--- src/rtl/sdlp_pkg.sv ---
// ---------------------------------------------------------------------------
// Signed decimal list parser package
// Shared types and constants of the parser core.
// ---------------------------------------------------------------------------
package sdlp_pkg;

   localparam int unsigned RSP_FIFO_DEPTH = 4;

   localparam logic [1:0] PH_IDLE   = 2'd0;
   localparam logic [1:0] PH_MINUS  = 2'd1;
   localparam logic [1:0] PH_NUMBER = 2'd2;

   localparam logic [7:0] CHAR_MINUS = 8'h2D;
   localparam logic [7:0] CHAR_ZERO  = 8'h30;
   localparam logic [7:0] CHAR_NINE  = 8'h39;

   localparam logic [30:0] MAG_MAX = 31'h7FFF_FFFF;

   typedef struct packed {
      logic signed [31:0] number_value;
      logic               saturated;
      logic               run_last;
   } result_type;

   typedef struct packed {
      logic       valid0;
      logic       valid1;
      result_type res0;
      result_type res1;
   } push_type;

endpackage

--- src/rtl/signed_decimal_list_parser_core.sv ---
// ---------------------------------------------------------------------------
// Signed decimal list parser core
// Reads text one character per transaction and returns the signed decimal
// integers found in it, saturated to 31 bits of magnitude.
//
//   Channel   Direction   Payload
//   req_      in          char_byte[7:0], end_of_string
//   rsp_      out         number_value[31:0] signed, saturated, run_last
//
// One character is taken per cycle while there is room; a minus that closes
// a number and ends the string yields two results, which leave one per cycle.
// The character register feeds the parser step, which writes the results
// into a small queue; the queue must have room for two results to advance.
// Reset is synchronous and returns the parser to idle with the queue empty.
// A stalled result side holds input back only once the queue is nearly full.
// ---------------------------------------------------------------------------
module signed_decimal_list_parser_core #(
   parameter int unsigned RspFifoDepth = sdlp_pkg::RSP_FIFO_DEPTH
) (
   input  logic               clock,
   input  logic               reset,
   input  logic               req_valid,
   output logic               req_ready,
   input  logic [7:0]         req_char_byte,
   input  logic               req_end_of_string,
   output logic               rsp_valid,
   input  logic               rsp_ready,
   output logic signed [31:0] rsp_number_value,
   output logic               rsp_saturated,
   output logic               rsp_run_last
);

   logic                 stg_valid_ff, stg_valid_in;
   logic [7:0]           stg_char_ff;
   logic                 stg_eos_ff;
   logic                 room;
   logic                 fire;
   sdlp_pkg::push_type   push;
   sdlp_pkg::result_type rsp_data;

   assign fire         = stg_valid_ff && room;
   assign req_ready    = !stg_valid_ff || room;
   assign stg_valid_in = (req_valid && req_ready) || (stg_valid_ff && !fire);

   always_ff @(posedge clock) begin
      if (reset) begin
         stg_valid_ff <= 1'b0;
      end else begin
         stg_valid_ff <= stg_valid_in;
      end
   end

   always_ff @(posedge clock) begin
      if (req_valid && req_ready) begin
         stg_char_ff <= req_char_byte;
         stg_eos_ff  <= req_end_of_string;
      end
   end

   sdlp_step u_step (
      .clock         (clock),
      .reset         (reset),
      .fire          (fire),
      .char_byte     (stg_char_ff),
      .end_of_string (stg_eos_ff),
      .push          (push)
   );

   sdlp_rsp_fifo #(
      .Depth (RspFifoDepth)
   ) u_rsp_fifo (
      .clock     (clock),
      .reset     (reset),
      .push      (push),
      .room      (room),
      .rsp_valid (rsp_valid),
      .rsp_ready (rsp_ready),
      .rsp_data  (rsp_data)
   );

   assign rsp_number_value = rsp_data.number_value;
   assign rsp_saturated    = rsp_data.saturated;
   assign rsp_run_last     = rsp_data.run_last;

endmodule

--- src/rtl/sdlp_step.sv ---
// ---------------------------------------------------------------------------
// Signed decimal list parser step
// Parse state and the per-character update, giving up to two results.
// ---------------------------------------------------------------------------
module sdlp_step (
   input  logic               clock,
   input  logic               reset,
   input  logic               fire,
   input  logic [7:0]         char_byte,
   input  logic               end_of_string,
   output sdlp_pkg::push_type push
);

   logic [1:0]  phase_ff, phase_in;
   logic [30:0] acc_ff, acc_in;
   logic        neg_ff, neg_in;
   logic        clamp_ff, clamp_in;

   logic        digit;
   logic [3:0]  dig;
   logic [34:0] sum;
   logic        ovf;

   logic [1:0]  mid_phase;
   logic [30:0] mid_acc;
   logic        mid_neg;
   logic        mid_clamp;
   logic        first_v, second_v;
   sdlp_pkg::result_type first_r, second_r;

   function automatic sdlp_pkg::result_type make_result(
      input logic [1:0]  phase,
      input logic [30:0] acc,
      input logic        neg,
      input logic        clamp
   );
      sdlp_pkg::result_type r;
      logic [31:0]          mag;
      mag = {1'b0, acc};
      r.run_last = 1'b0;
      if (phase == sdlp_pkg::PH_MINUS) begin
         r.number_value = '0;
         r.saturated    = 1'b0;
      end else begin
         r.number_value = neg ? (32'd0 - mag) : mag;
         r.saturated    = clamp;
      end
      return r;
   endfunction

   assign digit = (char_byte >= sdlp_pkg::CHAR_ZERO) && (char_byte <= sdlp_pkg::CHAR_NINE);
   assign dig   = 4'(char_byte - sdlp_pkg::CHAR_ZERO);
   assign sum   = {1'b0, acc_ff, 3'b000} + {3'b000, acc_ff, 1'b0} + {31'd0, dig};
   assign ovf   = clamp_ff || (sum > {4'd0, sdlp_pkg::MAG_MAX});

   always_comb begin
      first_v   = 1'b0;
      first_r   = make_result(phase_ff, acc_ff, neg_ff, clamp_ff);
      mid_phase = phase_ff;
      mid_acc   = acc_ff;
      mid_neg   = neg_ff;
      mid_clamp = clamp_ff;
      if (phase_ff == sdlp_pkg::PH_MINUS && digit) begin
         mid_phase = sdlp_pkg::PH_NUMBER;
         mid_acc   = {27'd0, dig};
         mid_clamp = 1'b0;
      end else if (phase_ff == sdlp_pkg::PH_NUMBER && digit) begin
         mid_acc   = ovf ? sdlp_pkg::MAG_MAX : sum[30:0];
         mid_clamp = ovf;
      end else begin
         first_v = (phase_ff == sdlp_pkg::PH_MINUS) || (phase_ff == sdlp_pkg::PH_NUMBER);
         mid_acc   = '0;
         mid_clamp = 1'b0;
         if (digit) begin
            mid_phase = sdlp_pkg::PH_NUMBER;
            mid_neg   = 1'b0;
            mid_acc   = {27'd0, dig};
         end else if (char_byte == sdlp_pkg::CHAR_MINUS) begin
            mid_phase = sdlp_pkg::PH_MINUS;
            mid_neg   = 1'b1;
         end else begin
            mid_phase = sdlp_pkg::PH_IDLE;
            mid_neg   = 1'b0;
         end
      end

      second_v = end_of_string &&
                 ((mid_phase == sdlp_pkg::PH_MINUS) || (mid_phase == sdlp_pkg::PH_NUMBER));
      second_r = make_result(mid_phase, mid_acc, mid_neg, mid_clamp);

      if (end_of_string) begin
         phase_in = sdlp_pkg::PH_IDLE;
         acc_in   = '0;
         neg_in   = 1'b0;
         clamp_in = 1'b0;
      end else begin
         phase_in = mid_phase;
         acc_in   = mid_acc;
         neg_in   = mid_neg;
         clamp_in = mid_clamp;
      end

      if (first_v) begin
         push.valid0 = fire;
         push.valid1 = fire && second_v;
         push.res0   = first_r;
         push.res1   = second_r;
      end else begin
         push.valid0 = fire && second_v;
         push.valid1 = 1'b0;
         push.res0   = second_r;
         push.res1   = second_r;
      end
      push.res0.run_last = !(first_v && second_v);
      push.res1.run_last = 1'b1;
   end

   always_ff @(posedge clock) begin
      if (reset) begin
         phase_ff <= sdlp_pkg::PH_IDLE;
         acc_ff   <= '0;
         neg_ff   <= 1'b0;
         clamp_ff <= 1'b0;
      end else if (fire) begin
         phase_ff <= phase_in;
         acc_ff   <= acc_in;
         neg_ff   <= neg_in;
         clamp_ff <= clamp_in;
      end
   end

endmodule

--- src/rtl/sdlp_rsp_fifo.sv ---
// ---------------------------------------------------------------------------
// Signed decimal list parser result queue
// Small register queue that takes up to two results a cycle and gives one.
// Depth must be a power of two, at least two.
// ---------------------------------------------------------------------------
module sdlp_rsp_fifo #(
   parameter int unsigned Depth = sdlp_pkg::RSP_FIFO_DEPTH
) (
   input  logic                 clock,
   input  logic                 reset,
   input  sdlp_pkg::push_type   push,
   output logic                 room,
   output logic                 rsp_valid,
   input  logic                 rsp_ready,
   output sdlp_pkg::result_type rsp_data
);

   localparam int unsigned PtrW   = $clog2(Depth);
   localparam int unsigned CountW = $clog2(Depth + 1);

   sdlp_pkg::result_type mem_ff [Depth];
   logic [PtrW-1:0]      rd_ptr_ff, rd_ptr_in;
   logic [PtrW-1:0]      wr_ptr_ff, wr_ptr_in;
   logic [PtrW-1:0]      wr_ptr_next;
   logic [CountW-1:0]    count_ff, count_in;
   logic                 pop;

   assign rsp_valid   = (count_ff != '0);
   assign rsp_data    = mem_ff[rd_ptr_ff];
   assign pop         = rsp_valid && rsp_ready;
   assign room        = (count_ff <= CountW'(Depth - 2));
   assign wr_ptr_next = wr_ptr_ff + PtrW'(1);

   always_comb begin
      rd_ptr_in = pop ? rd_ptr_ff + PtrW'(1) : rd_ptr_ff;
      wr_ptr_in = wr_ptr_ff + PtrW'(push.valid0) + PtrW'(push.valid1);
      count_in  = count_ff + CountW'(push.valid0) + CountW'(push.valid1) - CountW'(pop);
   end

   always_ff @(posedge clock) begin
      if (push.valid0) begin
         mem_ff[wr_ptr_ff] <= push.res0;
      end
      if (push.valid1) begin
         mem_ff[wr_ptr_next] <= push.res1;
      end
   end

   always_ff @(posedge clock) begin
      if (reset) begin
         rd_ptr_ff <= '0;
         wr_ptr_ff <= '0;
         count_ff  <= '0;
      end else begin
         rd_ptr_ff <= rd_ptr_in;
         wr_ptr_ff <= wr_ptr_in;
         count_ff  <= count_in;
      end
   end

endmodule

--- config.mk ---
export PLATFORM = sky130hd
export DESIGN_NAME = signed_decimal_list_parser_core
export DESIGN_NICKNAME = d
export VERILOG_FILES = /design/src/rtl/sdlp_pkg.sv /design/src/rtl/signed_decimal_list_parser_core.sv /design/src/rtl/sdlp_step.sv /design/src/rtl/sdlp_rsp_fifo.sv
export SDC_FILE = /design/constraint.sdc
export NUM_CORES = 1
export LEC_CHECK = 0
export BUFFER_PORTS_ARGS = -buffer_cell sky130_fd_sc_hd__buf_4
export CAP_MARGIN = 15
export CORE_AREA = 3 3 190 192
export DETAILED_ROUTE_END_ITERATION = 12
export DIE_AREA = 0 0 193 195
export PLACE_DENSITY_LB_ADDON = 0.3
export SLEW_MARGIN = 5
export SYNTH_ARGS = -nofsm -noshare
export SYNTH_HDL_FRONTEND = slang
export SYNTH_SLANG_ARGS = --single-unit
export TNS_END_PERCENT = 30
--- constraint.sdc ---
create_clock -name clock -period 17.29 [get_ports clock]
set_clock_uncertainty 0.1 [all_clocks]
set_input_delay 1.729 -clock clock [delete_from_list [all_inputs] [get_ports clock]]
set_output_delay 1.729 -clock clock [all_outputs]
set_load 0.03 [all_outputs]
==> results.toml <==
[clocking]
cts_resized = 0
ctsHtreeMaxLevel = 4
cts-root-to-sink-buffers = 2
clk-insertion-delay-late_ps = 440
tritoncts.num_buffers = 17
clock-sinks = 190
post-cts-setup-buffers = 0
tritoncts = "yes"
root_buffer = "clkbuf_16"
postCtsHoldBufs = 0
clk_pin_slew_worst_paths_ps = 80

[global_routing]
globalRouteTotalUtil_pct = 22.3
global_route_wire_length_before_repair_um = 64900
grt_remaining_overflow = 0
number_of_global_route_vias_before_repair = 10809
largest_net_degree_at_the_start_of_global_routing = 45
grt_antenna_before_repair = 0

[timing]
pins_over_slew_limit = 0
report.final.hold_viol_count = 0
grt_setup_unrepaired = "no"
fin_crit_sh_pct = 38.1
fmax_mhz = 152
fin_setup_tns_ps = 0
setup_viol = 0
final.min_clock_period_ps = 6590
slew_headroom_pct = 23.4
layout_setup_ws_ps = 10700
tightestPinTransition_ps = 1140

[critical_path]
category_of_the_worst_setup_path_capture_point = "flop"
r2r_start = "u_step.acc_ff[0]"
critical_path.most_common_cell = "a21oi_1"
critical_path.max_stage_delay_ps = 620
critical-path-top-delay-family = "compound AO/OA/AOI/OAI gates"
cp_num_cells = 19
crit_end = "u_rsp_fifo.mem_ff[2][22]"
critPathArrivalTime_ps = 6660
cp_cell_sequence = "inv_1 -> fa_1 -> inv_1 -> ha_1 -> a211oi_1 -> o211ai_1 -> a211oi_1 -> a21oi_1 -> a21oi_1 -> xnor2_1 -> or3_1 -> buf_4 -> o31ai_1 -> ha_1 -> a21boi_0 -> a21oi_1 -> o2111a_1 -> a311oi_1 -> o22ai_1"
timing.critical_path.from = "u_step.acc_ff[0]"
critPathRequiredTime_ps = 17360
critical_path.reg2reg.endpoint = "u_rsp_fifo.mem_ff[2][22]"
r2r.worst_path.cells = 19
cp.buffers_inverters = 3
cell_with_the_biggest_individual_delay_on_the_critical_path = "a21boi_0"
crit_type = "flop to flop"
startpoint_type = "flop"
cp_max_fo = 30
reg2reg_slack_ps = 10700

[die]
core_area_um2 = 34500
die_h_um = 195
std_cell_rows = 68
design.portCount = 49
die_area_um2 = 37600
initial_util_pct = 37.8
die_width_um = 193

[synth]
yosysSeqAreaShare_pct = 39.9
yosysWarningCount = 0
edff_count_synth = 141
netlist_area_um2 = 13100
synth-async-reset-ratio_pct = 0
number_of_standard_cells_after_synthesis = 1381
synthDistinctLibCells = 79
yosys_most_used_dff = "edfxtp_1"
seq_cells_post_synth = 190
syn-num-nets = 1465
synth.avg_cell_area_um2 = 9.46

[power_and_ir_drop]
comb_power_share_pct = 17.2
power.density_nw_per_um2 = 76.2
share_seq_of_total_power_pct = 45.3
ir_drop_worst_case_vdd_mv = 0.0622
net-switching-power_mw = 0.332
power.switching_fraction_pct = 30.0
power.leakage_nw = 5.16
power_frac_clock_pct = 37.5
cellInternalPower_mw = 0.773

[finish]
n_antenna_cell = 0
drive_gt1_share_pct = 11.7
mostFrequentLayoutCells = "nor2_1, edfxtp_1, nand2_1, a21oi_1, o21ai_0"
num-nets-final = 1471
final_cell_area_um2 = 14500
p_r_area_growth_vs_syn_pct = 10.9
final_core_util_pct = 42.0
layout_commonest_cell = "nor2_1"

[drt]
antenna_violating_nets_post_route = 0
first_iter_violations = 1183
route.vias.total = 11438
finalWirelength_um = 42300
post_drt_via_cell_ratio = 6.17
detailedRoute.firstPassIterationCount = 5
drt-wirelength-per-cell_um = 22.8
post-route-drc-count = 0

[place]
post_dp_cell_area_um2 = 13900
detailedPlacementHpwl_um = 30700
gp_congestion = 0.933
post-place-ws_ps = 10830
port_buffers = 48

[min_path]
min-delay-path-class = "flop to flop"

[outcome]
outcome = "finished, final reports clean"

[flow_run]
max-cap-violations = 0
## area by class of cell
type / count / area (um2)
clock buffer: 17 / 425
inverter: 31 / 116
fill: 3421 / 20100
timing repair buffer: 71 / 533
clock inverter: 15 / 208
tap: 455 / 569
multi-input combinational: 1076 / 7420
sequential: 190 / 5220
## cell usage after synthesis (11+ instances only)
| cell type | count | share of area, % |
|---|---|---|
| mux4_2 | 34 | 5.9 |
| inv_1 | 31 | 0.89 |
| mux2i_1 | 11 | 0.84 |
| a211oi_1 | 12 | 0.69 |
| nor3_1 | 35 | 1.3 |
| o21a_1 | 14 | 0.80 |
| clkbuf_1 | 69 | 2.0 |
| nand3_1 | 32 | 1.2 |
| nand2_1 | 138 | 4.0 |
| o21ai_0 | 80 | 3.1 |
| ha_1 | 66 | 6.3 |
| o22ai_1 | 47 | 2.3 |
| xnor2_1 | 39 | 2.6 |
| xor2_1 | 30 | 2.0 |
| nor2_1 | 164 | 4.7 |
| and2_1 | 14 | 0.67 |
| a21oi_1 | 87 | 3.3 |
| a22oi_1 | 21 | 1.2 |
| or3_1 | 18 | 0.86 |
| o31ai_1 | 15 | 0.86 |
| dfxtp_1 | 49 | 7.5 |
| a21o_1 | 11 | 0.63 |
| a31oi_1 | 17 | 0.81 |
| edfxtp_1 | 141 | 32 |
## power groups by stage
stage	clock [mW]	combinational (mW)	sequential, mW
finish	0.414	0.190	0.501
global route	0.436	0.207	0.502
CTS	0.419	0.193	0.501
detailed placement	0	0.193	0.511
global placement	0	0.191	0.511
floorplan	0	0.141	0.509
## cell families after synthesis
group	Yosys count	synth area share [%]
mux	45	6.70
buf+inv	115	3.35
compound gates	412	21.3
xor+xnor	69	4.63
flops	190	39.9
simple gates	479	17.0
fa+ha+maj	71	7.09
## worst register-to-register path: cells and delay by family (launching register included)
kind	cells	cell delay, ps
adders and majority gates	3	1140
buffers and inverters	3	410
and+or+nand+nor	1	400
AOI/OAI and AO/OA	11	3630
xor gates and xnor gates	1	230
DFF	1	410
## registers in the layout, summed over array words and instances, names as in the netlist, named ones only
signal                flops
u_rsp_fifo.rd_ptr_ff      2
u_rsp_fifo.count_ff       3
u_step.phase_ff           2
u_step.clamp_ff           1
u_rsp_fifo.mem_ff       136
stg_valid_ff              1
stg_char_ff               8
u_step.acc_ff            31
u_rsp_fifo.wr_ptr_ff      2
u_step.neg_ff             1
stg_eos_ff                1
## per-stage QoR
step	std cells	power (mW)	hold WS, ps
global placement	1823	0.702	346
detailed placement	1823	0.704	353
CTS	1855	1.11	372
finish	1855	1.10	371
global route	1855	1.15	390
floorplan	1381	0.651	335
## layer usage
| layer | GRT usage, % | vias up | part of all wire, % | routed length, um |
|---|---|---|---|---|
| met3 | 2.75 | 62 | 6.9 | 2900 |
| met1 | 32.1 | 5627 | 44 | 18700 |
| met5 | 0 | - | 0 | 0 |
| li1 | - | 5258 | - | - |
| met4 | 5.97 | 0 | 2.1 | 891 |
| met2 | 35.7 | 491 | 47 | 19800 |
## worst min path at each step
| stage | cells after the start | endpoint | from | slack (ps) |
|---|---|---|---|---|
| 4_1_cts | 1 | u_rsp_fifo.mem_ff[2][0] | u_rsp_fifo.mem_ff[2][0] | 370 |
| 6_report | 1 | u_rsp_fifo.mem_ff[1][0] | u_rsp_fifo.mem_ff[1][0] | 370 |
| 2_1_floorplan | 1 | u_rsp_fifo.mem_ff[2][0] | u_rsp_fifo.mem_ff[2][0] | 340 |
| 3_5_place_dp | 1 | u_rsp_fifo.mem_ff[2][0] | u_rsp_fifo.mem_ff[2][0] | 350 |
| 5_1_grt | 1 | u_rsp_fifo.mem_ff[2][0] | u_rsp_fifo.mem_ff[2][0] | 390 |
| 3_3_place_gp | 1 | u_rsp_fifo.mem_ff[3][0] | u_rsp_fifo.mem_ff[3][0] | 350 |
Power figures use the tool's default switching activity.
